**config.mk**
```make
export PLATFORM = sky130hd
export DESIGN_NAME = tmg_rows_flat
export DESIGN_NICKNAME = d
export VERILOG_FILES = /design/src/tmg_pkg.sv /design/src/tmg_if.sv /design/src/tmg_rows.sv /design/src/flat_wrapper.sv
export SDC_FILE = /design/constraint.sdc
export NUM_CORES = 1
export LEC_CHECK = 0
export BUFFER_PORTS_ARGS = -buffer_cell sky130_fd_sc_hd__buf_4
export CAP_MARGIN = 40
export CORE_AREA = 5 5 249 251
export DETAILED_ROUTE_END_ITERATION = 6
export DIE_AREA = 0 0 254 256
export SLEW_MARGIN = 25
export SYNTH_ARGS = -nofsm -noshare
export SYNTH_HDL_FRONTEND = slang
export SYNTH_SLANG_ARGS = --single-unit
```
**constraint.sdc**
```tcl
create_clock -name clk_i -period 19.65 [get_ports clk_i]
set_input_delay 2.9475 -clock clk_i [delete_from_list [all_inputs] [get_ports clk_i]]
set_output_delay 2.9475 -clock clk_i [all_outputs]
set_load 0.1 [all_outputs]
```
**src/tmg_pkg.sv**
```systemverilog
// tmg_pkg: shared types, constants and elaboration-time helpers for the
// transform matrix generator (cordic gain, stage angles, latencies).
// no dependencies
package tmg_pkg;

  localparam int CordicStagesDef = 16;
  localparam int FracBitsDef     = 16;

  localparam int EntryW = 32;
  localparam int OpW    = 3;

  typedef enum logic [OpW-1:0] {
    OP_TRANSLATE = 3'd0,
    OP_SCALE     = 3'd1,
    OP_ROT_XYZ   = 3'd2,
    OP_ROT_X     = 3'd3,
    OP_ROT_Y     = 3'd4,
    OP_ROT_Z     = 3'd5
  } op_e;

  typedef logic signed [EntryW-1:0] entry_t;
  typedef entry_t mat_t [4][4];

  typedef struct packed {
    entry_t sin_v;
    entry_t cos_v;
  } sc_t;

  typedef struct packed {
    logic [OpW-1:0] op;
    entry_t         vx;
    entry_t         vy;
    entry_t         vz;
  } ctx_t;

  // angles are counted in units of 1e-12 degree; 1e12 = 244140625 * 2^12
  localparam longint DegUnit    = 64'd1000000000000;
  localparam int     DegScale   = 244140625;
  localparam int     DegShift   = 12;
  localparam longint RadInUnits = 64'd57295779513082;
  localparam int     AtanLen    = 16;
  localparam int     AngW       = 50;
  localparam int     MergeLatency = 4;

  localparam longint AtanTab [AtanLen] = '{
    64'd45000000000000, 64'd26565051177078, 64'd14036243467926, 64'd7125016348902,
    64'd3576334374997,  64'd1789910608246,  64'd895173710211,   64'd447614170861,
    64'd223810500369,   64'd111905677066,   64'd55952891894,    64'd27976452617,
    64'd13988227142,    64'd6994113675,     64'd3497056851,     64'd1748528427
  };

  function automatic longint stage_angle(int i);
    if (i < AtanLen) return AtanTab[i];
    if (i >= 62) return 64'd0;
    return (RadInUnits + (longint'(1) << (i - 1))) >> i;
  endfunction

  // restoring long division, used only while elaborating
  function automatic longint unsigned udiv_u64(longint unsigned num,
                                               longint unsigned den);
    longint unsigned q;
    longint unsigned rem;
    q   = 64'd0;
    rem = 64'd0;
    for (int k = 63; k >= 0; k--) begin
      rem = {rem[62:0], num[k]};
      if (rem >= den) begin
        rem  = rem - den;
        q[k] = 1'b1;
      end
    end
    return q;
  endfunction

  // inverse cordic gain in Q2.30, isqrt of the Q60 product
  function automatic longint cordic_gain(int stages);
    longint unsigned p;
    longint unsigned n;
    longint unsigned r;
    longint unsigned b;
    longint unsigned dv;
    p = 64'd1 << 60;
    for (int i = 0; i < stages; i++) begin
      if (2 * i < 62) begin
        dv = (64'd1 << (2 * i)) + 64'd1;
        p  = p - udiv_u64(p, dv);
      end
    end
    n = p;
    r = 64'd0;
    b = 64'd1 << 62;
    while (b > n) b = b >> 2;
    while (b != 64'd0) begin
      if (n >= r + b) begin
        n = n - (r + b);
        r = (r >> 1) + b;
      end else begin
        r = r >> 1;
      end
      b = b >> 2;
    end
    return longint'(r);
  endfunction

  // restoring steps that bring any 32-bit offset angle below 360 degrees
  function automatic int red_steps(int frac);
    longint full;
    int     n;
    full = longint'(360) << frac;
    n = 0;
    while ((full << n) < (longint'(1) << 32)) n++;
    return (n < 1) ? 1 : n;
  endfunction

  function automatic int lane_latency(int stages, int frac);
    return red_steps(frac) + stages + 6;
  endfunction

  // round half up by frac bits, saturate to 32-bit signed
  function automatic entry_t round_sat(logic signed [63:0] v, int frac);
    logic signed [63:0] t;
    t = (v + (64'sd1 <<< (frac - 1))) >>> frac;
    if (t > 64'sd2147483647) return entry_t'(32'h7fff_ffff);
    if (t < -64'sd2147483648) return entry_t'(32'h8000_0000);
    return t[EntryW-1:0];
  endfunction

endpackage

```
**src/tmg_if.sv**
```systemverilog


interface tmg_out_if;
  logic               valid;
  logic               ready;
  logic [1:0]         row_index;
  logic signed [31:0] first_entry;
  logic signed [31:0] second_entry;
  logic signed [31:0] third_entry;
  logic signed [31:0] fourth_entry;
  logic               last_row;

  modport source (output valid, row_index, first_entry, second_entry, third_entry,
                  fourth_entry, last_row, input ready);
  modport sink   (input valid, row_index, first_entry, second_entry, third_entry,
                  fourth_entry, last_row, output ready);
endinterface

```
**src/tmg_rows.sv**
```systemverilog
// tmg_rows: output register, holds one matrix and sends it one row per beat
// depends on tmg_pkg and tmg_out_if
module tmg_rows (
  input  logic            clk_i,
  input  logic            rst_ni,
  input  logic            load_valid_i,
  input  tmg_pkg::mat_t   mat_i,
  output logic            can_load_o,
  tmg_out_if.source       out_o
);

  localparam logic [1:0] LastRow = 2'd3;

  tmg_pkg::mat_t mat_q;
  logic [1:0]    cnt_q;
  logic          vld_q;
  logic          done;

  assign done       = vld_q && out_o.ready && (cnt_q == LastRow);
  assign can_load_o = !vld_q || done;

  always_ff @(posedge clk_i or negedge rst_ni) begin
    if (!rst_ni) begin
      vld_q <= 1'b0;
      cnt_q <= '0;
    end else if (load_valid_i && can_load_o) begin
      vld_q <= 1'b1;
      cnt_q <= '0;
    end else if (vld_q && out_o.ready) begin
      if (cnt_q == LastRow) vld_q <= 1'b0;
      cnt_q <= cnt_q + 2'd1;
    end
  end

  always_ff @(posedge clk_i) begin
    if (load_valid_i && can_load_o) mat_q <= mat_i;
  end

  assign out_o.valid        = vld_q;
  assign out_o.row_index    = cnt_q;
  assign out_o.first_entry  = mat_q[cnt_q][0];
  assign out_o.second_entry = mat_q[cnt_q][1];
  assign out_o.third_entry  = mat_q[cnt_q][2];
  assign out_o.fourth_entry = mat_q[cnt_q][3];
  assign out_o.last_row     = (cnt_q == LastRow);

endmodule

```
**src/flat_wrapper.sv**
```systemverilog
// flat-port wrapper written by rule: the top's interface ports become plain ports
module tmg_rows_flat 
  (clk_i, rst_ni, load_valid_i, mat_i, can_load_o, out_o_valid, out_o_row_index, out_o_first_entry, out_o_second_entry, out_o_third_entry, out_o_fourth_entry, out_o_last_row, out_o_ready);
  tmg_out_if out_o_i ();
  input  logic clk_i;
  input  logic rst_ni;
  input  logic load_valid_i;
  input  tmg_pkg::mat_t mat_i;
  output logic can_load_o;
  output wire logic [$bits(out_o_i.valid)-1:0] out_o_valid;
  output wire logic [$bits(out_o_i.row_index)-1:0] out_o_row_index;
  output wire logic [$bits(out_o_i.first_entry)-1:0] out_o_first_entry;
  output wire logic [$bits(out_o_i.second_entry)-1:0] out_o_second_entry;
  output wire logic [$bits(out_o_i.third_entry)-1:0] out_o_third_entry;
  output wire logic [$bits(out_o_i.fourth_entry)-1:0] out_o_fourth_entry;
  output wire logic [$bits(out_o_i.last_row)-1:0] out_o_last_row;
  input wire logic [$bits(out_o_i.ready)-1:0] out_o_ready;
  assign out_o_valid = out_o_i.valid;
  assign out_o_row_index = out_o_i.row_index;
  assign out_o_first_entry = out_o_i.first_entry;
  assign out_o_second_entry = out_o_i.second_entry;
  assign out_o_third_entry = out_o_i.third_entry;
  assign out_o_fourth_entry = out_o_i.fourth_entry;
  assign out_o_last_row = out_o_i.last_row;
  assign out_o_i.ready = out_o_ready;
  tmg_rows u_core (.clk_i(clk_i), .rst_ni(rst_ni), .load_valid_i(load_valid_i), .mat_i(mat_i), .can_load_o(can_load_o), .out_o(out_o_i));
endmodule
```
After elaboration in Yosys (flattened, before gate mapping)

Cells that the tools add are included.

Flip-flop bits (word level): 515
Input bits: 516
Output and inout bits: 133
Logic and storage cells: 38

Add/sub/neg operators: 1
Order comparisons: 1
Equality and inequality tests: 1
Mux-type cells: 8
Bitwise logic cells: 1
Reductions and logical operators: 8

Operators with widths:

| cell                                                     | count |
|---|---|
| binary-select mux 128 bit (select 2 bit)                 | 1 |
| 2-to-1 mux 128 bit                                       | 2 |
| 2-to-1 mux 2 bit                                         | 2 |
| nonzero test 2 bit                                       | 2 |
| greater-or-equal comparator 3 bit, second input constant | 1 |
| logical AND 1 bit                                        | 3 |
| 2-to-1 mux 1 bit                                         | 3 |
| inverter 2 -> 3 bit                                      | 1 |
| adder 2 x 1 -> 2 bit, second input constant              | 1 |
| == test 2 bit, second input constant                     | 1 |
| AND reduction 2 bit                                      | 1 |
| logical NOT 1 bit                                        | 1 |
| logical OR 1 bit                                         | 1 |

Longest topological paths before layout

Gate-level depths: netlist of run 1.

Depth after elaboration: 6
Gate-level depth with buffers: 5

Least setup slack after synthesis of run 1

Ideal clock, no wire load.

Kind: input-to-reg
Start point: input port out_o_ready
End point: register u_core.mat_q[0] in the netlist's numbering, enable pin
Setup time: 0.940 ns
Arrival: 15.325 ns
Required time: 18.710 ns
Path slack: 3.386 ns
Stages on the path: 3
Path through: nand2_1 -> nand2_1 -> and2_1

Cells in the longest elaborated chain, start to end: 4

Ends and longest elaborated chain:

| item                            | RTL line           | RTL |
|---|---|---|
| start, declared                 | flat_wrapper.sv:17 | `input wire logic [$bits(out_o_i.ready)-1:0] out_o_ready;` |
| logical AND 1 bit (2 in series) | tmg_rows.sv:19     | `assign done = vld_q && out_o.ready && (cnt_q == LastRow);` |
| logical OR 1 bit                | tmg_rows.sv:20     | `assign can_load_o = !vld_q \|\| done;` |
| named net can_load_o            | flat_wrapper.sv:9  | `output logic can_load_o;` |
| logical AND 1 bit               | tmg_rows.sv:36     | `if (load_valid_i && can_load_o) mat_q <= mat_i;` |
| end signal, assigned            | tmg_rows.sv:36     |  |
| end, declared                   | tmg_rows.sv:14     | `tmg_pkg::mat_t mat_q;` |

The timed path passes the listed nets, and every way through them passes these cells.
A chain may end at the register's enable or synchronous reset.

Worst setup path in the final report of run 1

Start point: register u_core.cnt_q[0], in the netlist u_core.out_o.row_index[0]
End point: output port out_o_third_entry[5]

Cells in the longest elaborated chain, start to end: 4

Ends and longest elaborated chain:

| item                                      | RTL line           | RTL |
|---|---|---|
| start, declared                           | tmg_rows.sv:15     | `logic [1:0] cnt_q;` |
| start signal, assigned                    | tmg_rows.sv:31     | `cnt_q <= cnt_q + 2'd1;` |
| inverter 2 -> 3 bit (implied by the code) | tmg_rows.sv:43     | `assign out_o.third_entry = mat_q[cnt_q][2];` |
| binary-select mux 128 bit (select 2 bit)  | tmg_rows.sv:43     |  |
| 2-to-1 mux 128 bit (2 in series)          | --                 |  |
| end, declared                             | flat_wrapper.sv:14 | `output wire logic [$bits(out_o_i.third_entry)-1:0] out_o_third_entry;` |

Every way passes these cells. The select of a mux whose other input is x is not followed.

==> impl_results.md, run 1 <==
- Outcome: completed
- Post CTS Setup Buffer Count: 0
- Rel. slew slack: 39.8%
- Max Cap Violations: 0
- Placed insts: 2099
- Area growth syn-to-layout: 41.2%
- Adder-cell share of the synthesized area: 0.0672%
- Core box area: 59700 um2
- WL/cell: 23.1 um
- GP Congestion: 0.802
- CTS Buf Count: 54
- Largest net degree at the start of global routing: 162
- XOR/XNOR Fraction of Synth Area: 0%
- HP Class: flip-flop to flip-flop
- CTS tree: done
- Start point of the critical path: u_core.out_o.row_index[0]$_DFFE_PN0P_
- TNS Setup: 0 ns
- Hold violation total from the final report: 0
- Sequential fraction of the synthesis area: 83.0%
- Leak pwr: 9.62 nW
- Setup violators final: 0
- Die Area: 65000 um2
- Die W: 254 um
- Clk Latency, worst-skew pair: 0.59 ns
- Post-Synth Simple-Gate Area: 0.195%
- CP Launch Type: flip-flop
- Worst EP required: 16.70 ns
- Max clock buf depth: 3
- Post_cts resized: 0
- First-pass GRT wire length: 72.0 mm
- Final period util: 34.1%
- Aggregate global-route resource usage: 15.0%
- Synthesized net count: 1202
- Final WL: 50.8 mm
- Initial core utilization: 31.2%
- Synth Cell Area: 18600 um2
- First-pass iteration count of the detailed router: 4
- CTS Root Buffer Type: clkbuf_16
- Period minus WS final: 6.71 ns
- WP data arrival: 3.76 ns
- DRT iter0 DRCs: 567
- Vias: 9983
- Nets: 1895
- Ys Warns: 0
- Layout cell share with drive strength beyond 1: 61.6%
- Fmax: 0.149 GHz
- Most frequent cells in the layout: buf_4, edfxtp_1, mux4_2
- Final HPWL DP: 37.9 mm
- Compound-Gate Fraction of Synth Area: 0.0538%
- Antenna Nets Post-Route: 0
- Crit path kind: flip-flop to output pin
- Initial antenna violation count: 2
- Routed vias/inst: 4.53
- I/O Buffers: 648
- Vias in the first global route: 11109
- Clock transition at path regs: 0.06 ns
- RSZ-0062 raised after global routing: no
- Row count: 90
- DRC: 0
- Overflow after GRT: 0
- Crit-path max FO: 34
- H-tree levels: 2
- Largest family of logic cells by synthesized area: multiplexers
- PD cells: 166 nW/um2
- Non-filler cells, final: 2204
- Tightest Pin Transition: 0.903 ns
- Post-synthesis cell type count: 17
- CTS sink cnt: 515
- Hold Path Origin: u_core.out_o.valid$_DFFE_PN0P_
- #FFs+latches synth: 515
- Cells after Synth: 685
- Critical path endpoint category: output pin
- VDD IR max: 0.000159 V
- Worst Clk Skew: 0.0165 ns
- Hold-fix buffer count after cts: 0
- Most common cell after layout, fill and taps aside: buf_4
- Fin. max-slew vios: 0
- Syn_area_per_cell: 27.2 um2
- Worst R2R Start: u_core.out_o.row_index[0]$_DFFE_PN0P_
- Io pins: 649
- Post-synthesis mux area share: 15.5%
- Die H: 256 um
[worst max-delay path, stage by stage (launching register included)]
cell and delay [ns]:
dfrtp_4 0.80, buf_4 0.68, buf_4 0.50, buf_12 0.28, mux4_2 0.58, buf_4 0.26
[registers in the layout (all words and copies together), names as in the netlist]
signal / flops
u_core.mat_q: 512
u_core.out_o.row_index: 2
u_core.out_o.valid: 1
[synth_stat cells, drive strengths merged]
cell / n / area, um2
nand3: 1 / 5.00
buf: 27 / 208
edfxtp: 512 / 15400
o21ai: 2 / 10.0
nand2b: 1 / 6.26
nand2: 5 / 18.8
inv: 1 / 3.75
and2: 1 / 6.26
ha: 1 / 12.5
dfrtp: 3 / 75.1
mux2i: 1 / 10.0
mux4: 128 / 2880
clkbuf: 2 / 8.75
[cell families after synthesis]
family	Yosys count
flip-flops	515
buffers and inverters	30
AO/OA/AOI/OAI	2
AND/OR/NAND/NOR	8
adder cells (fa/ha/maj)	1
multiplexers	129
[final cells by class]
type	count	area, um2
antenna	1	2.50
clock buffer	69	1450
clock inverter	30	303
fill	5195	33400
inverter	1	3.75
multi-input combinational	140	2950
sequential	515	15500
tap	782	978
timing repair buffer	666	5150
[stage by stage]
step	power [mW]	hold WS, ns	instance area (um2)	setup slack, ns	util [%]
6_report	4.37	0.617	26300	12.94	44.1
5_1_grt	4.52	0.650	26300	12.54	44.1
4_1_cts	4.42	0.618	26200	12.68	43.8
3_5_place_dp	3.40	0.600	24400	12.70	40.9
3_3_place_gp	3.38	0.591	24300	12.81	40.8
2_1_floorplan	3.05	1.09	18600	3.39	-
[worst paths after layout]
| check | slack [ns] | end | cells past startpoint |
|---|---|---|---|
| hold / removal | 0.62 | u_core.out_o.valid$_DFFE_PN0P_ | 2 |
| setup reg to reg | 15.44 | u_core.mat_q[162]$_DFFE_PP_ | 11 |
| setup / recovery | 12.94 | out_o_third_entry[5] | 5 |
| min in group asynchronous | 2.15 | u_core.out_o.valid$_DFFE_PN0P_ | 1 |
| hold reg to reg | 0.62 | u_core.out_o.valid$_DFFE_PN0P_ | 2 |
| max in group asynchronous | 17.39 | u_core.out_o.row_index[1]$_DFFE_PN0P_ | 1 |
[metal layers]
| layer | part of all wire [%] | global-route usage (%) | vias up |
|---|---|---|---|
| met3 | 9.5 | 5.28 | 76 |
| met1 | 35 | 17.4 | 5088 |
| li1 | - | - | 4383 |
| met4 | 2.3 | 3.92 | 2 |
| met5 | 0.026 | 0 | - |
| met2 | 53 | 26.4 | 434 |
[report_power, final]
| group | leakage, nW | switching (mW) | internal, mW |
|---|---|---|---|
| clock network | 0.863 | 0.415 | 0.587 |
| registers | 4.68 | 0.0490 | 1.35 |
| logic | 4.07 | 1.46 | 0.508 |
| total | 9.62 | 1.92 | 2.45 |
(Power assumes the default switching activity.)
==> run 2, diff against run 1 <==
==> constraint.sdc (replaced) <==
create_clock -name clk_i -period 5.8 [get_ports clk_i]
set_input_delay 0.87 -clock clk_i [delete_from_list [all_inputs] [get_ports clk_i]]
set_output_delay 0.87 -clock clk_i [all_outputs]
set_load 0.1 [all_outputs]
==> run 2 against run 1 <==
Hold slack worse by 0.54 ns. Largest power group unchanged. Utilization down 0.12 points. Critical endpoint is now out_o_second_entry[17]. Final cell count fell by 0.18%. Non-clock buffer count is 6 lower. Clock power increased to 3.4 times the previous value. Sequential share of layout area up 0.17 points. Highest routed layer unchanged.
==> impl_results.md, run 2 (same netlist as run 1, synthesis figures left out) <==
- Outcome: completed
- Finished layout cell area: 26200 um2 (-0.28%)
- Area growth syn-to-layout: 40.8%
- Fmax: 0.274 GHz
- H-tree levels: 2 (unchanged)
- TNS Setup: 0 ns (unchanged)
- Io pins: 649 (unchanged)
- Most frequent cells in the layout: buf_4, edfxtp_1, mux4_2
- CP Launch Type: flip-flop
- Clk Latency, worst-skew pair: 0.58 ns (about the same)
- Slowest Stage Delay on Critical Path: 0.77 ns (-0.03 ns)
- Initial core utilization: 31.2% (unchanged)
- Area post-placement: 24500 um2 (+0.21%)
- CTS tree: done
- Row count: 90 (unchanged)
- Hold violation total from the final report: 0 (unchanged)
- VDD IR max: 0.000494 V (+210%)
- Period minus WS final: 3.64 ns
- Post CTS Setup Buffer Count: 0 (unchanged)
- CTS sink cnt: 515 (unchanged)
- Core box area: 59700 um2 (unchanged)
- PD cells: 564 nW/um2 (+240%)
- Tightest Pin Transition: 0.987 ns (+0.0833 ns)
- Slowest CP cell: dfrtp_4
- Fin. max-slew vios: 0 (unchanged)
- Crit-path max FO: 52 (+53%)
- Post_cts resized: 0 (unchanged)
- WL/cell: 23.1 um (+0.25%)
- Crit path kind: flip-flop to output pin
- Worst R2R Start: u_core.out_o.row_index[0]$_DFFE_PN0P_
- Leak pwr: 9.57 nW (-0.50%)
- Initial antenna violation count: 5 (+3)
- CTS Buf Count: 55 (+1.9%)
- Final period util: 62.8%
- Die Area: 65000 um2 (unchanged)
- RSZ-0062 raised after global routing: no
- CP top delay family: flip-flops
- Hold-fix buffer count after cts: 0 (unchanged)
- Max Cap Violations: 0 (unchanged)
- WP data arrival: 2.77 ns (-0.99 ns)
- Final HPWL DP: 36.9 mm (-2.6%)
- Setup violators final: 0 (unchanged)
- Largest reg by FF count: u_core.mat_q
- Worst EP required: 4.93 ns (-11.77 ns)
- Clock transition at path regs: 0.06 ns (about the same)
- Critical path endpoint category: output pin
- Overflow after GRT: 0 (unchanged)
- I/O Buffers: 648 (unchanged)
- Start point of the critical path: u_core.out_o.row_index[0]$_DFFE_PN0P_
- Nets: 1890 (-0.26%)
- First-pass GRT wire length: 72.5 mm (+0.75%)
- DRC: 0 (unchanged)
- Routed vias/inst: 4.50 (-0.58%)
- Final WL: 50.9 mm (about the same)
- Layout cell share with drive strength beyond 1: 61.4% (-0.28 points)
- Count of buffer and inverter cells on the critical path: 2 (-2)
- Most common cell after layout, fill and taps aside: buf_4
- Largest net degree at the start of global routing: 131 (-19%)
- Die W: 254 um (unchanged)
- Antenna Nets Post-Route: 0 (unchanged)
- Aggregate global-route resource usage: 15.1% (+0.13 points)
- Rel. slew slack: 34.2% (-5.6 points)
- Crit-path cells: buf_12, mux4_2, buf_4
- DRT iter0 DRCs: 585 (+3.2%)
- CTS Root Buffer Type: clkbuf_16
- Die H: 256 um (unchanged)
- GP Congestion: 0.818 (+1.9%)
- Vias: 9907 (-0.76%)
- Max clock buf depth: 3 (unchanged)
- Total power: 14.8 mW (+240%)
- Fillers: 5229 (+0.65%)
- First-pass iteration count of the detailed router: 4 (unchanged)
- Vias in the first global route: 11042 (-0.60%)
- HP Class: input port to asynchronous set/reset pin
- Worst Clk Skew: 0.00989 ns (-0.00666 ns)
- Max FFs per register: 512 (unchanged)
## run 2: cell count changes in the layout (fill, tap and decap cells not counted), moves of 2 or more
| cell | delta |
|---|---|
| clkinv_2 | -2 |
| clkbuf_1 | -4 |
| clkinv_4 | -2 |
| clkbuf_8 | -2 |
| buf_12 | +4 |
| clkinv_8 | -2 |
| buf_16 | -5 |
| buf_4 | -5 |
| clkbuf_16 | +2 |
| inv_6 | +3 |
| clkinv_1 | +8 |
## run 2: final timing paths
path | to | slack [ns] | cells past startpoint
hold / removal | u_core.out_o.row_index[0]$_DFFE_PN0P_ | 0.07 | 1
setup / recovery | out_o_second_entry[17] | 2.16 | 3
min in group clk_i | u_core.mat_q[114]$_DFFE_PP_ | 0.46 | 1
max in group asynchronous | u_core.out_o.row_index[1]$_DFFE_PN0P_ | 5.62 | 1
hold reg to reg | u_core.out_o.valid$_DFFE_PN0P_ | 0.60 | 2
setup reg to reg | u_core.mat_q[322]$_DFFE_PP_ | 3.22 | 5
## run 2: per-stage QoR
stage                     hold WS [ns]  worst slack (ns)  utilization, %  instances
after floorplan                  0.574            0.0333               -        685
after global placement           0.586              2.68            41.0       2097
after detailed placement         0.597              2.69            41.0       2098
after CTS                       0.0207              2.04            43.9       2198
after global routing            0.0322              1.96            43.9       2198
final                           0.0722              2.16            43.9       2200
## run 2: worst register-to-register path, stage by stage (launching register included)
cell and delay [ns]:
dfrtp_4 0.77, ha_4 0.23, nand2_1 0.06, nand2_2 0.09, and2_4 0.41, buf_4 0.62
## run 2: where the power goes
part           switching, mW  total (mW)  internal [mW]
clock                   1.41        3.42           2.01
sequential             0.146        4.72           4.57
combinational           4.94        6.64           1.70
total                   6.50        14.8           8.28
## run 2: layer usage
| layer | GRT usage [%] | vias to the layer above | share of wire [%] |
|---|---|---|---|
| met5 | 0 | - | 0.11 |
| met1 | 16.7 | 5045 | 35 |
| met4 | 4.47 | 8 | 2.6 |
| li1 | - | 4378 | - |
| met2 | 27.1 | 390 | 53 |
| met3 | 5.50 | 86 | 9.7 |
## run 2: cell type report
| type | count | area (um2) | share of cell area (%) |
|---|---|---|---|
| diodes | 2 | 5.00 | 0.0191 |
| clock buffers | 65 | 1460 | 5.55 |
| clock inverters | 35 | 299 | 1.14 |
| inverters | 1 | 3.75 | 0.0143 |
| multi-input cells | 140 | 2970 | 11.3 |
| flip-flops and latches | 515 | 15500 | 58.9 |
| well taps | 782 | 978 | 3.73 |
| repair buffers | 660 | 5050 | 19.3 |
